===== config.mk =====
export PLATFORM = sky130hd
export DESIGN_NAME = fcts_front
export DESIGN_NICKNAME = d
export VERILOG_FILES = /design/src/rtl/core/fcts_pkg.sv /design/src/rtl/core/fcts_front.sv
export SDC_FILE = /design/constraint.sdc
export NUM_CORES = 1
export LEC_CHECK = 0
export ABC_AREA = 1
export CAP_MARGIN = 20
export CELL_PAD_IN_SITES_DETAIL_PLACEMENT = 0
export CELL_PAD_IN_SITES_GLOBAL_PLACEMENT = 2
export CORE_ASPECT_RATIO = 0.7
export CORE_UTILIZATION = 31
export CTS_BUF_LIST = sky130_fd_sc_hd__clkbuf_8
export CTS_CLUSTER_DIAMETER = 150
export CTS_CLUSTER_SIZE = 20
export DETAILED_ROUTE_END_ITERATION = 8
export DONT_BUFFER_PORTS = 1
export PLACE_DENSITY = 0.82
export SLEW_MARGIN = 25
export SYNTH_ARGS = -nofsm -noshare
export SYNTH_HDL_FRONTEND = slang
export SYNTH_SLANG_ARGS = --single-unit

===== constraint.sdc =====
create_clock -name clk -period 2 [get_ports clk]
set_input_delay 0.3 -clock clk [delete_from_list [all_inputs] [get_ports clk]]
set_output_delay 0.3 -clock clk [all_outputs]
set_load 0.02 [all_outputs]

===== src/rtl/core/fcts_pkg.sv =====
// Package for the floor cast texel shader: payload structs, constants, sine table entries.
// No dependencies.
package fcts_pkg;

  localparam int TexDim = 64;
  localparam int SquareLen = 64;
  localparam int TrigEntries = 1024;
  localparam int TrigBits = 10;
  localparam int StoreDepth = 4096;
  localparam int StoreBits = 12;
  localparam int ModBits = 14;
  localparam int TexBits = 6;
  localparam logic [23:0] DistMax = 24'hFFFFFF;

  localparam logic ActLoad = 1'b0;
  localparam logic ActShade = 1'b1;

  localparam logic [2:0] RegTexWidth = 3'd0;
  localparam logic [2:0] RegTexHeight = 3'd1;
  localparam logic [2:0] RegScreenHeight = 3'd2;
  localparam logic [2:0] RegProjPlaneDist = 3'd3;
  localparam logic [2:0] RegVerticalOffset = 3'd4;

  typedef struct packed {
    logic        action;
    logic [11:0] texel_addr;
    logic [31:0] texel_value;
    logic [15:0] ray_angle;
    logic [15:0] view_angle;
    logic [23:0] player_px;
    logic [23:0] player_py;
    logic [11:0] pixel_row;
    logic [11:0] pixel_col;
  } in_item_t;

  typedef struct packed {
    logic [11:0] out_col;
    logic [11:0] out_row;
    logic [31:0] out_color;
    logic        draw;
  } out_item_t;

  // Classified job handed from front to back.
  // A texel load carries its value in ray/beta and its address in col.
  typedef struct packed {
    logic        load;
    logic        below;
    logic [12:0] r;
    logic [15:0] ray;
    logic [15:0] beta;
    logic [23:0] px;
    logic [23:0] py;
    logic [11:0] row;
    logic [11:0] col;
  } job_t;

  // Sine in Q1.15, folded quadrant and Taylor series in Q2.30.
  function automatic logic signed [15:0] sine_entry(input int k);
    logic [63:0] x, x2, term, sum, q;
    logic neg;
    begin
      x = (64'(k) * 64'd6746518852) / 64'(TrigEntries);
      neg = 1'b0;
      if (x >= 64'd3373259426) begin
        x = x - 64'd3373259426;
        neg = 1'b1;
      end
      if (x > 64'd1686629713) x = 64'd3373259426 - x;
      x2 = (x * x) >> 30;
      term = x;
      sum = x;
      for (int n = 3; n <= 13; n += 2) begin
        term = ((term * x2) >> 30) / 64'((n - 1) * n);
        if ((((n - 1) / 2) & 1) != 0) sum = sum - term;
        else sum = sum + term;
      end
      q = (sum + 64'd16384) >> 15;
      if (q > 64'd32767) q = 64'd32767;
      sine_entry = neg ? -16'(q) : 16'(q);
    end
  endfunction

endpackage


===== src/rtl/core/fcts_front.sv =====
// Front end: accepts items, classifies shade items against the horizon, tags texel loads.
// Depends on fcts_pkg.
module fcts_front (
  input  logic              clk,
  input  logic              rst,
  input  logic              start,
  input  fcts_pkg::in_item_t in_item,
  input  logic [11:0]       screen_height,
  input  logic signed [11:0] vertical_offset,
  output logic              job_valid,
  output fcts_pkg::job_t    job
);
  logic signed [13:0] horizon;
  logic signed [13:0] r_full;

  always_comb begin
    horizon = 14'($signed({1'b0, screen_height[11:1]})) + 14'(vertical_offset);
    r_full = 14'($signed({1'b0, in_item.pixel_row})) - horizon;
  end

  always_ff @(posedge clk) begin
    if (rst) begin
      job_valid <= 1'b0;
    end else begin
      job_valid <= start;
    end
    job.load <= in_item.action == fcts_pkg::ActLoad;
    job.below <= in_item.action == fcts_pkg::ActShade && r_full > 14'sd0;
    job.r <= r_full[12:0];
    if (in_item.action == fcts_pkg::ActLoad) begin
      job.ray <= in_item.texel_value[31:16];
      job.beta <= in_item.texel_value[15:0];
      job.col <= in_item.texel_addr;
    end else begin
      job.ray <= in_item.ray_angle;
      job.beta <= in_item.ray_angle - in_item.view_angle;
      job.col <= in_item.pixel_col;
    end
    job.px <= in_item.player_px;
    job.py <= in_item.player_py;
    job.row <= in_item.pixel_row;
  end
endmodule


==> metrics, run 1 <==
status=completed; vias per cell=4.35; Hold Path Stages=2; dpl hpwl=11000 um; multi-input combinational cell area=2250 um2; first-pass GRT wire length=22900 um; FF+latch area=2400 um2; Adder-Cell Fraction of Synth Area=0.128; total design power=6.85 mW; Layout Utilization=0.464; Core Box Area=15700 um2; CTS H-tree lvls=4; CTS tree=yes; 1st-iter DRT viols=300; pin count of the biggest net entering global routing=32; Slew Limit Fails=0; Synth Flop Type=dfxtp_1; max cap viols=0; Die H=109 um; number of detailed-route iterations in the first pass=4; Post-synth EDFFs=0; final wirelength=15400 um; DIE WIDTH=155 um; clock slew at reported path FFs=0.07 ns; Post-synth ARST share=0; DRC violation count after routing=0; via count=4489; root buf cell=clkbuf_8; Yosys warning count=0; crit path capture type=register; GRT Util Overall=0.179; combinational family with the most area after synthesis=simple AND/OR/NAND/NOR gates; Worst Hold Class=in -> reg; DIE AREA=16900 um2; placed inst area=5550 um2; Setup CP Type=in -> reg; power per cell area=940 nW/um2; CTS Sinks=120; mean post-synth cell area=8.13 um2; DR WL/cell=14.9 um; Worst setup SP type=primary input; complex-gate fraction of the synthesized area=0.0483; achievable clock frequency=534 MHz; routability cong.=0.829; IO Count=296; number of fill cells=1534; synthesized area=5070 um2; Seq/Total Area, Yosys=0.473; ANT cells=0; final antenna-violating net count=0; number of buffers created by CTS=17; Syn-to-layout area delta=43.7%; Layout Cell Area excl Fill=7290 um2; syn_nets=844; Slew Limit Headroom=0.632; port bufs=0; fin nets=1019; final setup fails=0; xor/xnor share of the synthesized area=0.0138; Initial Util=0.322; vias in the first global route=4526; multiplexer area fraction after synthesis=0; worst vdd ir=412 uV; Crit Path Max Fanout=5; Tmin final=1.87 ns; Mapped Cells=624; Overflow after GRT=0; commonest non-fill, non-tap cell in the layout=nand2_1; # Post-CTS Setup Buffers=0; Simple-Gate Fraction of Synth Area=0.249; Seq cells post-synth=120; unrepaired setup endpoints after global routing=no; Clock Path Buffers=2; Crit path required time=2.34 ns; # rows=38; most frequent cells in the layout=nand2_1, dlygate4sd3_1, dfxtp_1; actual slew at the worst max-slew pin=0.552 ns; initial antenna violation count=0; final hold violation count=0; Leakage=3.66 nW; period utilization=0.936; Worst EP arrival=2.21 ns; fraction of layout cells with a size suffix above 1=0.126; Netlist cell types=32; hold slack=0.0244 ns
-- sequential cells by signal, summed over array words and instances, names as in the netlist --
register   cells
job          119
job_valid      1
-- stage by stage --
step           cells  setup WS [ns]  setup TNS (ns)
6_report        1032          0.129               0
5_1_grt         1032        0.00290               0
4_1_cts         1031         0.0188               0
3_5_place_dp     867         -0.346           -1.23
3_3_place_gp     867         -0.320           -1.01
2_1_floorplan    624        -0.0347         -0.0347
-- where the power goes --
group,internal (mW),switching (mW),leakage (nW),total [mW]
Sequential,2.64,0.432,1.01,3.08
Combinational,0.752,0.789,2.45,1.54
Clock,1.13,1.10,0.198,2.24
-- metal layers --
layer / up-vias / wire, um / GRT usage
met3: 15 / 1120 / 0.0644
li1: 2251 / - / -
met1: 2057 / 6730 / 0.218
met4: 0 / 186 / 0.0587
met5: - / 0 / 0
met2: 166 / 7370 / 0.293
-- logic make-up after synthesis --
| kind of cell | count (synthesis) |
|---|---|
| compound gates | 43 |
| simple gates | 293 |
| xor+xnor | 8 |
| flops | 120 |
| buf+inv | 116 |
| fa+ha+maj | 44 |
-- what timing repair did --
action	CTS	global route
gates resized for setup	0	6
hold endpoints to repair	105	1
setup endpoints to repair	0	1
hold buffers	132	1
-- critical path, stage by stage --
cell and delay (ns):
inv_1 0.03, fa_1 0.45, ha_1 0.40, nand2_1 0.15, nor2_1 0.23, nand3_2 0.16
nand4_1 0.12, nand2_2 0.08, nor2_1 0.10, nand3_1 0.09, nand2_1 0.06, inv_1 0.03
-- path summary, 6_finish.rpt --
kind,start,to,slack [ns]
setup / recovery,screen_height[9],job[117],0.13
hold / removal,in_item[148],job[94],0.02
-- area by class of cell --
cell class                 instances  share of cell area
timing repair buffer             166               0.216
inverter                         106              0.0547
multi-input combinational        388               0.308
clock buffer                      17              0.0321
clock inverter                    15              0.0225
sequential                       120               0.329
tap                              220              0.0377
-- cell usage after synthesis, drive strengths merged, types with 3 or more instances --
cell | count | share of area
nor2 | 24 | 0.022
dfxtp | 120 | 0.47
nand2 | 220 | 0.17
o21bai | 6 | 0.0096
ha | 31 | 0.076
o21ai | 14 | 0.015
inv | 105 | 0.078
xnor2 | 4 | 0.0069
nand4 | 7 | 0.0086
a21oi | 21 | 0.021
nand3 | 35 | 0.037
fa | 13 | 0.051
clkbuf | 9 | 0.0067
xor2 | 4 | 0.0069
nor3 | 3 | 0.0039
No activity file was read; power rests on OpenSTA's default activity.
==> run 2, diff against run 1 <==
Settings changed: REMOVE_ABC_BUFFERS set to 1.
==> run 2 against run 1 <==
Effect of this change: worst hold slack is essentially flat; core utilization hardly changed; count of clock-buffer cells in the layout did not move; global-route usage decreased by 0.38 points; via count fell by 0.51%; non-clock buffer count decreased by 3; highest routed layer unchanged.
==> metrics, run 2 (same netlist as run 1, synthesis figures left out) <==
Final WS setup=0.111 ns; commonest non-fill, non-tap cell in the layout=nand2_1; final antenna-violating net count=0; Crit path required time=2.39 ns; DR WL/cell=14.6 um; max cap viols=0; GRT Util Overall=0.175; Worst setup SP type=primary input; FF+latch area=2400 um2; final hold violation count=0; Syn-to-layout area delta=43.8%; CTS tree=yes; DIE WIDTH=155 um; power share of the sequential group=0.449; initial antenna violation count=0; fraction of layout cells with a size suffix above 1=0.124; top flop regs=job x119, job_valid x1; power per cell area=940 nW/um2; Crit Path Max Fanout=3; DRC violation count after routing=0; slowest CP cell=dlygate4sd3_1; placed inst area=5530 um2; number of buffers created by CTS=17; final wirelength=15100 um; most frequent cells in the layout=nand2_1, dlygate4sd3_1, dfxtp_1; Core Box Area=15700 um2; pin count of the biggest net entering global routing=37; achievable clock frequency=529 MHz; switching pwr=2.41 mW; most flop-heavy register=job; hold slack=0.0244 ns; crit path cell chain=inv_1, ha_1, fa_1, inv_2, nand3_1, nand2_2, nand2_4, nor2_4, nand3_1, nand2_1, nand2_1, a31oi_1, dlygate4sd3_1; DIE AREA=16900 um2; Worst EP arrival=2.28 ns; Tmin final=1.89 ns; crit path capture type=register; routability cong.=0.819; vias per cell=4.34; Worst Hold Class=in -> reg; Setup CP Type=in -> reg; IO Count=296; root buf cell=clkbuf_8; worst vdd ir=429 uV; 1st-iter DRT viols=215; ANT cells=0; Initial Util=0.322; actual slew at the worst max-slew pin=0.623 ns; Clock Path Buffers=2; status=completed; worst slack at placement=-0.324 ns; CTS Sinks=120; clock slew at reported path FFs=0.09 ns; CTS H-tree lvls=4; via count=4466; Setup TNS=0 ns; fin nets=1016; Slew Limit Headroom=0.584; Layout Cell Area excl Fill=7300 um2; first-pass GRT wire length=22300 um; multi-input combinational cell area=2250 um2; Overflow after GRT=0; # Post-CTS Setup Buffers=0; dpl hpwl=10600 um; Final Non-Filler Cells=1029; worst stage delay on the critical path=0.56 ns; Slew Limit Fails=0; Die H=109 um; final setup fails=0; period utilization=0.944; number of fill cells=1497; Leakage=3.67 nW; Placed Instances=864; number of detailed-route iterations in the first pass=5; # rows=38; Internal=4.45 mW; Sw Share=0.351; share of total power in combinational logic=0.221; max FFs per register=119; port bufs=0; clock share of power=0.330; vias in the first global route=4498
run 2: cell type report:
cell class                      count  area share
Inverter                          106      0.0547
Tap cell                          220      0.0377
Clock inverter                     15      0.0233
Timing Repair Buffer              163       0.215
Multi-Input combinational cell    388       0.308
Clock buffer                       17      0.0321
Sequential cell                   120       0.329
run 2: worst max-delay path: cells and delay by family:
family                     cells  cell delay [ns]
buffers and inverters          3             0.67
and+or+nand+nor                7             0.61
adders and majority gates      2             0.59
AOI/OAI and AO/OA              1             0.12
run 2: path summary, 6_finish.rpt:
path	endpoint	startpoint	slack, ns	depth (start not counted)
hold / removal	job[103]	in_item[135]	0.02	2
setup / recovery	job[84]	in_item[88]	0.11	13
run 2: power by group through the flow:
| stage | Clock, mW | Sequential, mW | Combinational [mW] |
|---|---|---|---|
| global placement | 0 | 3.14 | 1.25 |
| detailed placement | 0 | 3.14 | 1.25 |
| floorplan | 0 | 3.08 | 0.826 |
| CTS | 2.33 | 3.08 | 1.50 |
| finish | 2.26 | 3.08 | 1.52 |
| global route | 2.45 | 3.10 | 1.71 |
run 2: routing by layer:
layer | global-route usage | share of wire | wire (um)
met1 | 0.213 | 0.44 | 6650
met2 | 0.285 | 0.48 | 7170
met3 | 0.0616 | 0.068 | 1020
met4 | 0.0679 | 0.015 | 230
met5 | 0 | 0 | 0
run 2: repair_timing:
action,in CTS,in global routing
endpoints found under the setup margin,0,2
hold endpoints to repair,104,0
hold buffers,133,0
gates resized for setup,0,7
run 2: through the flow:
step | util | power, mW
finish | 0.464 | 6.86
global route | 0.464 | 7.26
CTS | 0.462 | 6.91
detailed placement | 0.351 | 4.39
global placement | 0.351 | 4.39
floorplan | - | 3.91
==> run 3, diff against run 2 <==
Settings changed: PLACE_DENSITY 0.82 to unset, PLACE_DENSITY_LB_ADDON set to 0.1, RECOVER_POWER set to 100.
==> run 3 against run 2 <==
Effect of this change: via count is essentially flat; sequential power hardly changed; critical path type unchanged; global-route usage up 1.3 points; count of clock-buffer cells in the layout did not move.
==> metrics, run 3 (same netlist as run 1, synthesis figures left out) <==
max cap viols=0; IO Count=296; Worst setup SP type=primary input; # rows=38; Tmin final=1.91 ns; multi-input combinational cell area=2200 um2; vias per cell=4.35; 1st-iter DRT viols=211; worst vdd ir=611 uV; fin nets=1015; number of fill cells=1514; PostCTS Resize Cnt=0; period utilization=0.957; final wirelength=15900 um; commonest non-fill, non-tap cell in the layout=nand2_1; Worst Hold Class=in -> reg; DR WL/cell=15.5 um; power per cell area=969 nW/um2; share of total power in combinational logic=0.211; CTS tree=yes; Clock Path Buffers=2; Setup TNS=0 ns; Crit path required time=2.35 ns; Crit Path Max Fanout=7; dpl hpwl=11400 um; port bufs=0; DIE AREA=16900 um2; first-pass GRT wire length=23500 um; final hold violation count=0; switching pwr=2.38 mW; Leakage=3.65 nW; hold slack=0.0311 ns; Sw Share=0.339; Overflow after GRT=0; Worst EP arrival=2.26 ns; final setup fails=0; clock slew at reported path FFs=0.08 ns; DRC violation count after routing=0; Syn-to-layout area delta=42.9%; most frequent cells in the layout=nand2_1, dlygate4sd3_1, dfxtp_1; Core Box Area=15700 um2; vias in the first global route=4484; initial antenna violation count=0; routability cong.=0.764; status=completed; top flop regs=job x119, job_valid x1; power share of the sequential group=0.437; final antenna-violating net count=0; Setup CP Type=in -> reg; GRT Util Overall=0.188; met3 WL post-DR=1250 um; Die H=109 um; routed wl met2=7420 um; most flop-heavy register=job; max FFs per register=119; root buf cell=clkbuf_8; CTS Sinks=120; DIE WIDTH=155 um; clock share of power=0.351; top sig layer=met4; number of detailed-route iterations in the first pass=4; fraction of layout cells with a size suffix above 1=0.104; Slew Limit Headroom=0.0536; M1 WL=6960 um; crit path capture type=register; CTS H-tree lvls=4; Initial Util=0.322; unrepaired setup endpoints after global routing=no; Slew Limit Fails=0; achievable clock frequency=523 MHz; number of buffers created by CTS=17; ANT cells=0; via count=4470; pin count of the biggest net entering global routing=52; FF+latch area=2400 um2; actual slew at the worst max-slew pin=1.42 ns; Internal=4.64 mW
## run 3: changes by cell type in the layout (fill, tap and decap cells not counted), moves of 2 or more
cell / delta
nor2_1: +2
nand2_2: -5
clkbuf_1: +2
inv_2: -2
nand2_1: +6
inv_1: +2
buf_4: -6
bufinv_16: +2
clkbuf_4: +4
## run 3: worst max-delay path, stage by stage
cell and delay (ns):
inv_1 0.03, fa_1 0.45, ha_1 0.49, nand2_1 0.11
nor2_1 0.16, nand3_1 0.16, nand4_1 0.12, nand2_1 0.09
nor2_1 0.16, nand3_1 0.10, nand2_1 0.06, inv_1 0.03
## run 3: power by group through the flow
stage | clock, mW | combinational (mW) | sequential, mW
floorplan | 0 | 0.826 | 3.08
global placement | 0 | 1.28 | 3.14
detailed placement | 0 | 1.29 | 3.13
CTS | 2.54 | 1.52 | 3.08
global route | 2.65 | 1.68 | 3.09
finish | 2.47 | 1.49 | 3.07
## run 3: worst paths after layout
| check | start | endpoint | slack, ns | cells after the start |
|---|---|---|---|---|
| max | screen_height[3] | job[117] | 0.09 | 12 |
| min | in_item[148] | job[81] | 0.03 | 2 |
## run 3: layout make-up
class	count	area share
Tap cell	220	0.0380
Clock buffer	17	0.0323
Inverter	106	0.0550
Clock inverter	15	0.0280
Timing Repair Buffer	162	0.212
Multi-Input combinational cell	388	0.304
Sequential cell	120	0.331
## run 3: stage by stage
| step | std cells | cell area, um2 | setup WS, ns | power, mW | utilization |
|---|---|---|---|---|---|
| after floorplan | 614 | 5030 | -0.0655 | 3.91 | - |
| after global placement | 864 | 5540 | -0.416 | 4.42 | 0.352 |
| after detailed placement | 864 | 5540 | -0.387 | 4.42 | 0.352 |
| after CTS | 1028 | 7300 | 0.0222 | 7.13 | 0.464 |
| after global routing | 1028 | 7250 | 0.00177 | 7.43 | 0.461 |
| final | 1028 | 7250 | 0.0868 | 7.02 | 0.461 |
## run 3: routing by layer
layer	GRT usage	vias up
met3	0.0640	21
li1	-	2248
met1	0.224	2007
met2	0.314	194
met4	0.0728	0
met5	0	-
## run 3: repair_timing
| action | 4_1_cts | 5_1_grt |
|---|---|---|
| setup buffers | 0 | 0 |
| setup endpoints to repair | 0 | 0 |
| hold endpoints to repair | 104 | 0 |
| hold buffers | 132 | 0 |
